`src/hw/rtl/belady_optimal_cache_replacement_core_defines.svh`:
```
// Assertion helpers for the Belady replacement core.
`ifndef BELADY_OPTIMAL_CACHE_REPLACEMENT_CORE_DEFINES_SVH
`define BELADY_OPTIMAL_CACHE_REPLACEMENT_CORE_DEFINES_SVH

`ifndef SYNTHESIS
// Same-cycle implication, checked out of reset.
`define BOCR_ASSERT_IMP(lbl, clk, rst_n, ante, cons) \
    lbl: assert property (@(posedge clk) disable iff (!(rst_n)) (ante) |-> (cons)) \
        else $error("bocr check failed");
// Next-cycle implication, checked out of reset.
`define BOCR_ASSERT_NXT(lbl, clk, rst_n, ante, cons) \
    lbl: assert property (@(posedge clk) disable iff (!(rst_n)) (ante) |=> (cons)) \
        else $error("bocr check failed");
`else
`define BOCR_ASSERT_IMP(lbl, clk, rst_n, ante, cons)
`define BOCR_ASSERT_NXT(lbl, clk, rst_n, ante, cons)
`endif

`endif

```
`src/hw/rtl/bocr_ram.sv`:
```
module bocr_ram #(
    parameter int WIDTH = 8,
    parameter int DEPTH = 16,
    localparam int AW = (DEPTH > 1) ? $clog2(DEPTH) : 1
) (
    input  logic             i_clk,
    input  logic             i_we,
    input  logic [AW-1:0]    i_waddr,
    input  logic [WIDTH-1:0] i_wdata,
    input  logic             i_re,
    input  logic [AW-1:0]    i_raddr,
    output logic [WIDTH-1:0] o_rdata
);

    logic [WIDTH-1:0] r_mem [DEPTH];
    logic [WIDTH-1:0] r_rdata;

    // write port
    always_ff @(posedge i_clk) begin
        if (i_we) begin
            r_mem[i_waddr] <= i_wdata;
        end
    end

    // registered read, hold when not enabled
    always_ff @(posedge i_clk) begin
        if (i_re) begin
            r_rdata <= r_mem[i_raddr];
        end
    end

    assign o_rdata = r_rdata;

endmodule

```
`config.mk`:
```
export PLATFORM = sky130hd
export DESIGN_NAME = bocr_ram
export DESIGN_NICKNAME = d
export VERILOG_FILES = /design/src/hw/rtl/belady_optimal_cache_replacement_core_defines.svh /design/src/hw/rtl/bocr_ram.sv
export SDC_FILE = /design/constraint.sdc
export NUM_CORES = 1
export LEC_CHECK = 0
export BUFFER_PORTS_ARGS = -buffer_cell sky130_fd_sc_hd__buf_2
export CORE_ASPECT_RATIO = 0.6
export CORE_MARGIN = 2
export CORE_UTILIZATION = 50
export DETAILED_ROUTE_END_ITERATION = 10
export PLACE_DENSITY_LB_ADDON = 0.25
export SYNTH_ARGS = -nofsm -noshare
export SYNTH_HDL_FRONTEND = slang
export SYNTH_SLANG_ARGS = --single-unit
```
`constraint.sdc`:
```
create_clock -name i_clk -period 1.9 [get_ports i_clk]
set_input_delay 0.19 -clock i_clk [delete_from_list [all_inputs] [get_ports i_clk]]
set_output_delay 0.19 -clock i_clk [all_outputs]
set_load 0.01 [all_outputs]
```
==> impl_metrics.yaml <==
clock_network:
  cts_tree: "done"
  hold_buffers: 0
  cts_resized: 0
  cts.clk_slew.worst_paths_ns: 0.06
  insertion_delay_ns: 0.41
  cts_made_buffers: 17
  cts.path.max_buffers: 2
  cts.htree.levels: 4
  clock_sinks: 136
  post_cts_buffers: 0
  ctsRootBufferMaster: "clkbuf_16"
floorplanning:
  die_area_sq_um: 11300
  initial_utilization_pct: 52.2
  num_rows: 28
  die_x_um: 136
  die_h_um: 83.2
  core_area_sq_um: 10000
  io_pins: 27
final_layout:
  diodes: 0
  drive_gt1_share_pct: 33.0
  n_fill_cell: 702
  syn_to_final_growth_pct: 19.6
  nets: 306
  post-route-cell-area_sq_um: 6250
sta:
  setup_viol: 0
  fin_crit_ns: 1.52
  fin_skew_ns: 0.00504
  tightest_slew_ns: 0.425
  hold_viol: 0
  drv_slew: 0
  setup_tns_ns: 0
  relSlewSlack_pct: 71.6
  fmax_mhz: 658
  finalCritPeriodShare_pct: 80.0
  rsz0062_at_grt: "false"
grt:
  grt_pass1_vias: 2552
  grt_first_pass_wirelength_um: 15400
  antenna_found_initial: 0
  grt_max_degree: 17
  grt-ovfl-total: 0
  grtUsageTotal_pct: 19.6
synthesis:
  synth-compound-area-share_pct: 2.30
  yosysTopAreaCell: "edfxtp_1"
  synth_top_family_by_area: "multiplexers"
  synth_top_area_share_pct: 78.1
  synthMuxAreaShare_pct: 14.8
  syn_nets: 248
  synth-simple-area-share_pct: 3.14
  yosysSeqAreaShare_pct: 78.1
  yosysWarnings: 0
  netlist_area_sq_um: 5230
  synth_edf_count: 136
  synthArstFlopShare_pct: 0
  yosys-top-cells-count: "edfxtp_1, mux4_2, a22oi_1, mux4_1, nor2_1"
  synth_fa_ha_area_share_pct: 0
  synth_xor_area_share_pct: 0
  ys_seq_elements: 136
  syn-instance-count: 229
  avgSynthCellArea_sq_um: 22.8
  synthMostInstantiatedCell: "edfxtp_1"
  synthTopCellsByArea: "edfxtp_1, mux4_2, mux4_1"
  ys.flop_type: "edfxtp_1"
  synth_cell_types: 18
place:
  dpl_cell_area_sq_um: 5650
  dpl.hpwl_um: 6690
  gp_congestion: 0.770
  port_buffers: 26
critical_path:
  crit_type: "flip-flop to flip-flop"
  startpoint: "r_mem[9][1]"
  timing.critical_path.cells: "mux4_1, a22oi_1, nand2_1"
  critical_path_required_ns: 2.05
  max_stage_delay_ns: 0.52
  end_kind: "flip-flop"
  cp_max_fo: 1
  r2r_start: "r_mem[9][1]"
  worstSetupStartpointType: "flip-flop"
  cp.arrival_ns: 1.67
  slowest_stage: "mux4_1"
drt:
  viasPerCell: 5.89
  drc: 0
  via_count: 2560
  drtAntennaViolNets: 0
  drt-initial-drc-count: 282
  wire_per_inst_um: 23.0
  drt-total-wl_um: 10000
  drt_pass1_iterations: 4
power:
  ir_worst_vdd_uv: 757
  p_leak_nw: 2.13
  p_per_area_nw_per_um2: 1120
flow_run:
  drv_cap: 0
min_path:
  min_path_type: "primary input to flip-flop"
  hp-start: "i_re"
run_status:
  outcome: "finished clean"
## state kept, by name, indices dropped and copies added (netlist names)
register	cells
o_rdata	8
r_mem	128
## path summary, 6_finish.rpt
path | endpoint | slack (ns) | cells past startpoint
worst max-delay path | o_rdata[1] | 0.38 | 3
worst min register to register | o_rdata[1] | 0.75 | 3
worst min-delay path | o_rdata[0] | 0.16 | 1
worst max register to register | o_rdata[1] | 0.38 | 3
## critical path: cells and delay by family (launching register included)
kind	cells	cell delay [ns]
AO/OA/AOI/OAI	1	0.30
AND/OR/NAND/NOR	1	0.09
flip-flops	1	0.35
multiplexers	1	0.52
## through the flow
stage                     worst slack [ns]  cells  total power, mW  utilization [%]  hold WS (ns)
final                                0.380    435             6.99             62.4         0.162
after global routing                 0.312    435             7.20             62.4         0.152
after CTS                            0.368    435             7.03             62.4         0.146
after detailed placement            0.0540    403             3.79             56.4         0.573
after global placement              0.0947    403             3.78             56.4         0.575
after floorplan                      0.217    229             3.63                -         0.289
## area by class of cell
class	count	area (sq um)	share of cell area, %
Timing Repair Buffer	49	340	5.44
Clock inverter	15	175	2.80
Tap cell	135	169	2.70
Clock buffer	17	425	6.81
Sequential cell	136	4080	65.3
Multi-Input combinational cell	83	1060	16.9
## cells by family (layout without fill, tap and decap cells)
logic type | Yosys count | after routing
AND/OR/NAND/NOR | 35 | 35
AO/OA/AOI/OAI | 16 | 16
multiplexers | 32 | 32
buffers and inverters | 10 | 81
flip-flops | 136 | 136
## routing by layer
layer / global-route usage, % / routed length [um] / vias up / part of all wire, %
li1: - / - / 1104 / -
met1: 29.8 / 4620 / 1343 / 46
met2: 26.6 / 4470 / 100 / 45
met3: 6.53 / 816 / 13 / 8.1
met4: 7.29 / 110 / 0 / 1.1
met5: 0 / 0 / - / 0
## report_power, final
part / switching (mW) / internal [mW]
Sequential: 0.0192 / 3.38
Combinational: 0.180 / 0.140
Clock: 1.21 / 2.06
Total: 1.41 / 5.58
## cells in the final DEF (no fill, tap or decap), types with 4 or more instances in the layout
cell type  instances
clkbuf_16         17
mux4_2            18
nand2_1            9
nor3_1             4
mux4_1            14
buf_4             20
a22oi_1           16
buf_2             26
nor2_1            13
edfxtp_1         136
Power figures use the tool's default switching activity.
