[src/hw/rtl/belady_optimal_cache_replacement_core_defines.svh]
// Assertion helpers for the Belady replacement core.
`ifndef BELADY_OPTIMAL_CACHE_REPLACEMENT_CORE_DEFINES_SVH
`define BELADY_OPTIMAL_CACHE_REPLACEMENT_CORE_DEFINES_SVH

`ifndef SYNTHESIS
// Same-cycle implication, checked out of reset.
`define BOCR_ASSERT_IMP(lbl, clk, rst_n, ante, cons) \
    lbl: assert property (@(posedge clk) disable iff (!(rst_n)) (ante) |-> (cons)) \
        else $error("bocr check failed");
// Next-cycle implication, checked out of reset.
`define BOCR_ASSERT_NXT(lbl, clk, rst_n, ante, cons) \
    lbl: assert property (@(posedge clk) disable iff (!(rst_n)) (ante) |=> (cons)) \
        else $error("bocr check failed");
`else
`define BOCR_ASSERT_IMP(lbl, clk, rst_n, ante, cons)
`define BOCR_ASSERT_NXT(lbl, clk, rst_n, ante, cons)
`endif

`endif

[src/hw/rtl/bocr_pkg.sv]
package bocr_pkg;

    localparam int ADDR_W       = 48;
    localparam int IDX_W        = 32;
    localparam int TIME_W       = 33;
    localparam int WAY_OUT_W    = 4;
    localparam int OFF_W        = 4;
    localparam int MOD_DIGIT_W  = 4;

    localparam logic [OFF_W-1:0]  OFFSET_RESET = 4'd6;
    localparam logic [TIME_W-1:0] FAR_TIME     = {1'b1, {(TIME_W-1){1'b0}}};

    typedef enum logic [2:0] {
        S_CLEAR,
        S_IDLE,
        S_MOD,
        S_LOOK,
        S_REDUCE,
        S_WRITE
    } t_state;

endpackage

[src/hw/rtl/bocr_set_mod.sv]
module bocr_set_mod #(
    parameter int NUM_SETS = 256,
    localparam int SET_W = (NUM_SETS > 1) ? $clog2(NUM_SETS) : 1
) (
    input  logic                      i_clk,
    input  logic                      i_rst_n,
    input  logic                      i_start,
    input  logic [bocr_pkg::ADDR_W-1:0] i_value,
    output logic                      o_done,
    output logic [SET_W-1:0]          o_rem
);

    localparam bit IS_POW2 = (NUM_SETS > 1) && ((NUM_SETS & (NUM_SETS - 1)) == 0);
    localparam int STEPS   = bocr_pkg::ADDR_W / bocr_pkg::MOD_DIGIT_W;
    localparam int CNT_W   = $clog2(STEPS);

    logic r_done;
    logic [SET_W-1:0] r_rem;

    assign o_done = r_done;
    assign o_rem  = r_rem;

    if (IS_POW2) begin : g_pow2
        // take the low bits directly
        always_ff @(posedge i_clk) begin
            if (!i_rst_n) begin
                r_done <= 1'b0;
            end else begin
                r_done <= i_start;
            end
        end

        always_ff @(posedge i_clk) begin
            if (i_start) begin
                r_rem <= i_value[SET_W-1:0];
            end
        end
    end else begin : g_serial
        localparam logic [SET_W:0] NSETS = (SET_W+1)'(NUM_SETS);

        logic                        r_busy;
        logic [CNT_W-1:0]            r_cnt;
        logic [bocr_pkg::ADDR_W-1:0] r_val;
        logic [SET_W-1:0]            n_rem;

        // fold in one digit, MSB first, one compare and subtract per bit
        always_comb begin
            logic [SET_W:0]   t;
            logic [SET_W-1:0] v;
            v = r_rem;
            for (int k = 0; k < bocr_pkg::MOD_DIGIT_W; k++) begin
                t = {v, r_val[bocr_pkg::ADDR_W-1-k]};
                if (t >= NSETS) begin
                    t = t - NSETS;
                end
                v = t[SET_W-1:0];
            end
            n_rem = v;
        end

        always_ff @(posedge i_clk) begin
            if (!i_rst_n) begin
                r_busy <= 1'b0;
                r_done <= 1'b0;
                r_cnt  <= '0;
            end else begin
                r_done <= 1'b0;
                if (i_start) begin
                    r_busy <= 1'b1;
                    r_cnt  <= '0;
                end else if (r_busy) begin
                    r_cnt <= r_cnt + 1'b1;
                    if (r_cnt == CNT_W'(STEPS - 1)) begin
                        r_busy <= 1'b0;
                        r_done <= 1'b1;
                    end
                end
            end
        end

        always_ff @(posedge i_clk) begin
            if (i_start) begin
                r_val <= i_value;
                r_rem <= '0;
            end else if (r_busy) begin
                r_val <= r_val << bocr_pkg::MOD_DIGIT_W;
                r_rem <= n_rem;
            end
        end
    end

endmodule

[config.mk]
export PLATFORM = sky130hd
export DESIGN_NAME = bocr_set_mod
export DESIGN_NICKNAME = d
export VERILOG_FILES = /design/src/hw/rtl/belady_optimal_cache_replacement_core_defines.svh /design/src/hw/rtl/bocr_pkg.sv /design/src/hw/rtl/bocr_set_mod.sv
export SDC_FILE = /design/constraint.sdc
export NUM_CORES = 1
export LEC_CHECK = 0
export CORE_AREA = 3 3 40 42
export CTS_BUF_LIST = sky130_fd_sc_hd__clkbuf_8
export DETAILED_ROUTE_END_ITERATION = 10
export DIE_AREA = 0 0 43 45
export DONT_BUFFER_PORTS = 1
export SYNTH_ARGS = -nofsm -noshare
export SYNTH_HDL_FRONTEND = slang
export SYNTH_SLANG_ARGS = --single-unit
export TNS_END_PERCENT = 30
[constraint.sdc]
create_clock -name i_clk -period 0.8 [get_ports i_clk]
set_input_delay 0.12 -clock i_clk [delete_from_list [all_inputs] [get_ports i_clk]]
set_output_delay 0.12 -clock i_clk [all_outputs]
set_load 0.05 [all_outputs]
==> results of run 1 <==
-- flip-flops by register name, summed over array words and instances, names as in the netlist --
| signal | cells |
|---|---|
| o_rem | 8 |
| o_done | 1 |
-- through the flow --
| stage | power (mW) | std cells | utilization [%] | hold slack [ns] | area (sq um) |
|---|---|---|---|---|---|
| after floorplan | 0.698 | 10 | - | 0.219 | 267 |
| after CTS | 1.41 | 46 | 46.1 | -0.0151 | 592 |
| final | 1.38 | 46 | 46.1 | -0.00334 | 592 |
| after detailed placement | 0.857 | 34 | 36.2 | 0.219 | 465 |
| after global placement | 0.857 | 34 | 36.2 | 0.219 | 465 |
| after global routing | 1.47 | 46 | 46.1 | -0.0266 | 592 |
-- layer usage --
metal	global-route usage, %	share of wire (%)
met1	5.29	29
met5	0	0
met2	13.8	55
met4	7.23	0
met3	7.97	16
-- timing repair --
action	in CTS	in global routing
gates resized for setup	1	0
endpoints found under the hold margin	16	8
setup endpoints to repair	9	9
setup buffers	0	0
-- how the worst max path moves through the flow --
| stage | start | end | slack [ns] | depth (start not counted) |
|---|---|---|---|---|
| 6_report | o_rem[7] | o_rem[7] | -0.14 | 1 |
| 5_1_grt | o_rem[7] | o_rem[7] | -0.18 | 1 |
| 4_1_cts | o_rem[7] | o_rem[7] | -0.17 | 1 |
| 3_5_place_dp | o_rem[7] | o_rem[7] | 0.10 | 1 |
| 3_3_place_gp | o_rem[5] | o_rem[5] | 0.11 | 1 |
| 2_1_floorplan | o_rem[0] | o_rem[0] | 0.08 | 0 |
-- cell families (layout without fill, tap and decap cells) --
kind of cell | Yosys count | after routing | share of synthesized area (%)
flops | 9 | 9 | 97.7
buf+inv | 0 | 21 | 0
simple gates | 1 | 1 | 2.35
-- cell usage after synthesis (all sizes together) --
cell / number / share of area [%]
edfxtp: 8 / 90
and2: 1 / 2.3
dfxtp: 1 / 7.5
-- power by group through the flow --
stage	logic, mW	clock network (mW)	registers (mW)
after floorplan	0.00160	0	0.696
after global placement	0.266	0	0.592
after detailed placement	0.266	0	0.592
after CTS	0.297	0.532	0.585
after global routing	0.302	0.579	0.586
final	0.295	0.503	0.584
-- cell type report --
cell class	instances	area, sq um
Timing Repair Buffer	17	260
Clock inverter	1	3.75
Sequential cell	9	262
Clock buffer	3	41.3
Multi-Input combinational cell	1	6.26
Fill cell	113	693
Tap cell	15	18.8
==> reports/metrics.cfg, run 1 <==
[worst_hold_path]
hold_depth = 0
worstHoldStart = i_start
hold_class = in2reg
hold_end = o_rem[3]

[clock_tree]
cts.sinks = 9
htree_levels = 1
cts_tree = yes
clock_path_buffers = 2
hold_buffers = 8
clk_pin_slew_ns = 0.04
cts_root_buf = clkbuf_8
cts_buffers = 3

[route]
firstDrtPassIters = 1
vias = 183
viasPerCell = 3.98
drt_iter0_markers = 0
wire_per_inst_microns = 13.2
remaining_drc_errors = 0
drt-total-wl_microns = 609
postRouteAntennaNets = 0

[timing]
min_period_ns = 0.943
hold_violations = 6
setup_viol = 9
drv_slew = 0
setup_ws_ns = -0.143
min_period_over_period_pct = 118
tns_ns = -1.05
slew_headroom_pct = 91.5
rsz0062_at_grt = yes
tightest_slew_ns = 0.127
whs_ns = -0.00334
max_freq_mhz = 1060

[die]
die_h_microns = 45
core-area_sq_um = 1280
initial_core_util_pct = 20.7
dieWidth_microns = 43
rows = 13
io_pins = 60
dieArea_sq_um = 1940

[setup_path]
path_class = reg2out
cp_num_buf_inv = 1
path_cells = buf_12
cp.arrival_ns = 0.82
crit_slowest_cell = edfxtp_1
startpoint_type = flip-flop
cp_data_required_time_ns = 0.68
cp-end-kind = primary output
path_delay_family = flip-flops
path_max_fanout = 1
cpPeakStageDelay_ns = 0.42

[grt]
grt_pass1_wl_microns = 972
grt_max_degree = 10
first_global_vias = 219
gr-total-overflow = 0
grt_usage_pct = 8.37
antenna_found_initial = 0

[outcome]
run_status = complete, but fails checks
failed_checks = negative hold slack, negative setup slack

[flow_run]
max_cap_viol_count = 0

[power]
internal-power_mw = 1.04
combinationalPowerShare_pct = 21.4
p_leak_nw = 0.234
switching_power_uw = 340
p_seq_share_pct = 42.3
peakVddDrop_uv = 984
power.share.clock_pct = 36.4
powerDensity_nw_per_um2 = 2340
swShare_pct = 24.6

[layout]
layout_common_cells = buf_12, dlygate4sd3_1, edfxtp_1, clkbuf_8
nNetsFinal = 83
area_growth_pct = 122
drive_gt1_share_pct = 41.9
final_common_cell = buf_12
n_antenna_cell = 0

[yosys]
postSynthNetCount = 61
ys_warn_count = 0
postSynthCellCount = 10
syn_area_sq_um = 267
syn_avg_cell_area_sq_um = 26.7
synth_cell_type_count = 3
ys_seq_elements = 9
ys_seq_area_share_pct = 97.7

[placed_design]
dp_slack_ns = 0.101
place_congestion = 0.689
portBuffers = 0

No activity file was read; power rests on OpenSTA's default activity.
==> run 2: changes to the inputs <==
--- a/config.mk
+++ b/config.mk
@@ -10,6 +10,7 @@
 export DETAILED_ROUTE_END_ITERATION = 10
 export DIE_AREA = 0 0 43 45
 export DONT_BUFFER_PORTS = 1
+export SLEW_MARGIN = 20
 export SYNTH_ARGS = -nofsm -noshare
 export SYNTH_HDL_FRONTEND = slang
 export SYNTH_SLANG_ARGS = --single-unit
==> constraint.sdc (replaced) <==
create_clock -name i_clk -period 0.8 [get_ports i_clk]
set_input_delay 0.16 -clock i_clk [delete_from_list [all_inputs] [get_ports i_clk]]
set_output_delay 0.16 -clock i_clk [all_outputs]
set_load 0.05 [all_outputs]
==> reports/metrics.cfg, run 2 (synthesis gave the netlist of run 1 again) <==
[layout]
nNetsFinal = 80  ; was 83
final_common_cell = buf_12  ; unchanged
drive_gt1_share_pct = 46.4  ; was 41.9%
area_growth_pct = 111  ; was 122%
layoutNonFillerInstCount = 43  ; was 46
largest_register_ffs = 8  ; unchanged
multiInputGateArea_sq_um = 6.26  ; unchanged
seq_area_sq_um = 262  ; unchanged
n_antenna_cell = 0  ; unchanged
fill_cells = 108  ; was 113
layout_common_cells = buf_12, edfxtp_1, dlygate4sd3_1, clkbuf_8  ; was buf_12, dlygate4sd3_1, edfxtp_1, clkbuf_8

[route]
wire_per_inst_microns = 13.3  ; was 13.2 microns
viasPerCell = 3.79  ; was 3.98
postRouteAntennaNets = 0  ; unchanged
drt-total-wl_microns = 571  ; was 609 microns
drt_iter0_markers = 0  ; unchanged
vias = 163  ; was 183
firstDrtPassIters = 1  ; unchanged
remaining_drc_errors = 0  ; unchanged

[setup_path]
cpPeakStageDelay_ns = 0.42  ; about the same
path_cells = buf_12  ; unchanged
cp_num_buf_inv = 1  ; unchanged
critPathLaunch = o_rem[7]  ; unchanged
cp_data_required_time_ns = 0.64  ; was 0.68 ns
path_max_fanout = 1  ; unchanged
cp.arrival_ns = 0.82  ; about the same
crit_slowest_cell = edfxtp_1  ; unchanged
path_delay_family = flip-flops  ; unchanged
startpoint_type = flip-flop  ; unchanged
path_class = reg2out  ; unchanged
cp-end-kind = primary output  ; unchanged

[placed_design]
portBuffers = 0  ; unchanged
place_congestion = 0.689  ; unchanged
dp_cells = 34  ; unchanged

[die]
dieArea_sq_um = 1940  ; unchanged
initial_core_util_pct = 20.7  ; unchanged
rows = 13  ; unchanged
die_h_microns = 45  ; unchanged
core-area_sq_um = 1280  ; unchanged
dieWidth_microns = 43  ; unchanged
io_pins = 60  ; unchanged

[timing]
whs_ns = 0.0267  ; was -0.00334 ns
max_freq_mhz = 1020  ; was 1060 MHz
slew_headroom_pct = 91.6  ; was 91.5%
tightest_slew_ns = 0.126  ; was 0.127 ns
rsz0062_at_grt = yes  ; unchanged
setup_ws_ns = -0.185  ; was -0.143 ns
min_period_over_period_pct = 123  ; was 118%
hold_violations = 0  ; was 6
min_period_ns = 0.985  ; was 0.943 ns
setup_viol = 9  ; unchanged
drv_slew = 0  ; unchanged

[power]
powerDensity_nw_per_um2 = 2450  ; was 2340 nW/um^2
peakVddDrop_uv = 1200  ; was 984 uV
p_leak_nw = 0.221  ; was 0.234 nW

[grt]
first_global_vias = 159  ; was 219
antenna_found_initial = 0  ; unchanged
gr-total-overflow = 0  ; unchanged
grt_max_degree = 10  ; unchanged
grt_usage_pct = 7.35  ; was 8.37%
grt_pass1_wl_microns = 814  ; was 972 microns

[worst_hold_path]
worstHoldStart = i_value[4]  ; was i_start
hold_class = in2reg  ; unchanged

[flow_run]
max_cap_viol_count = 0  ; unchanged

[clock_tree]
cts.sinks = 9  ; unchanged
cts_tree = yes  ; unchanged
htree_levels = 1  ; unchanged
clk_pin_slew_ns = 0.05  ; was 0.04 ns
clock_path_buffers = 2  ; unchanged
cts_root_buf = clkbuf_8  ; unchanged
cts_buffers = 3  ; unchanged

[outcome]
run_status = complete, but fails checks  ; unchanged
failed_checks = negative setup slack  ; was negative hold slack, negative setup slack

[run 2: cell types whose count changed in the layout (fill, tap and decap cells not counted), sizes merged]
cell | before | now
dlygate4sd3 | 8 | 5
[run 2: cell type report]
cell class / instances / area share (%)
flip-flops and latches: 9 / 46.5
clock inverters: 1 / 0.668
repair buffers: 14 / 41.0
well taps: 15 / 3.34
clock buffers: 3 / 7.35
multi-input cells: 1 / 1.11
[run 2: final timing paths]
path / end / cells past startpoint / slack (ns)
setup / recovery: o_rem[7] / 1 / -0.18
hold / removal: o_rem[4] / 0 / 0.03
[run 2: routing by layer]
| layer | track usage, % | share of wire (%) |
|---|---|---|
| met3 | 9.56 | 20 |
| met2 | 9.28 | 50 |
| met4 | 7.23 | 0 |
| met1 | 5.03 | 30 |
| met5 | 0 | 0 |
[run 2: what timing repair did]
item	4_1_cts	5_1_grt
hold buffers	0	5
gates resized for setup	1	0
endpoints found under the hold margin	0	5
gates cloned	0	0
setup buffers	0	0
pin swaps	0	0
setup endpoints to repair	9	9
[run 2: report_power, final]
part           internal [mW]  switching [mW]
Clock                  0.334           0.174
Sequential             0.556          0.0277
Combinational          0.144           0.140
Total                   1.03           0.341
[run 2: metrics by stage]
step                      area, sq um  setup WS (ns)  setup TNS [ns]  power, mW  util, %
after global placement            465         0.0712               0      0.857     36.2
after global routing              562         -0.219           -1.69       1.45     43.7
after floorplan                   267         0.0394               0      0.698        -
after CTS                         512         -0.205           -1.53       1.38     39.8
final                             562         -0.185           -1.41       1.37     43.7
after detailed placement          465         0.0607               0      0.857     36.2
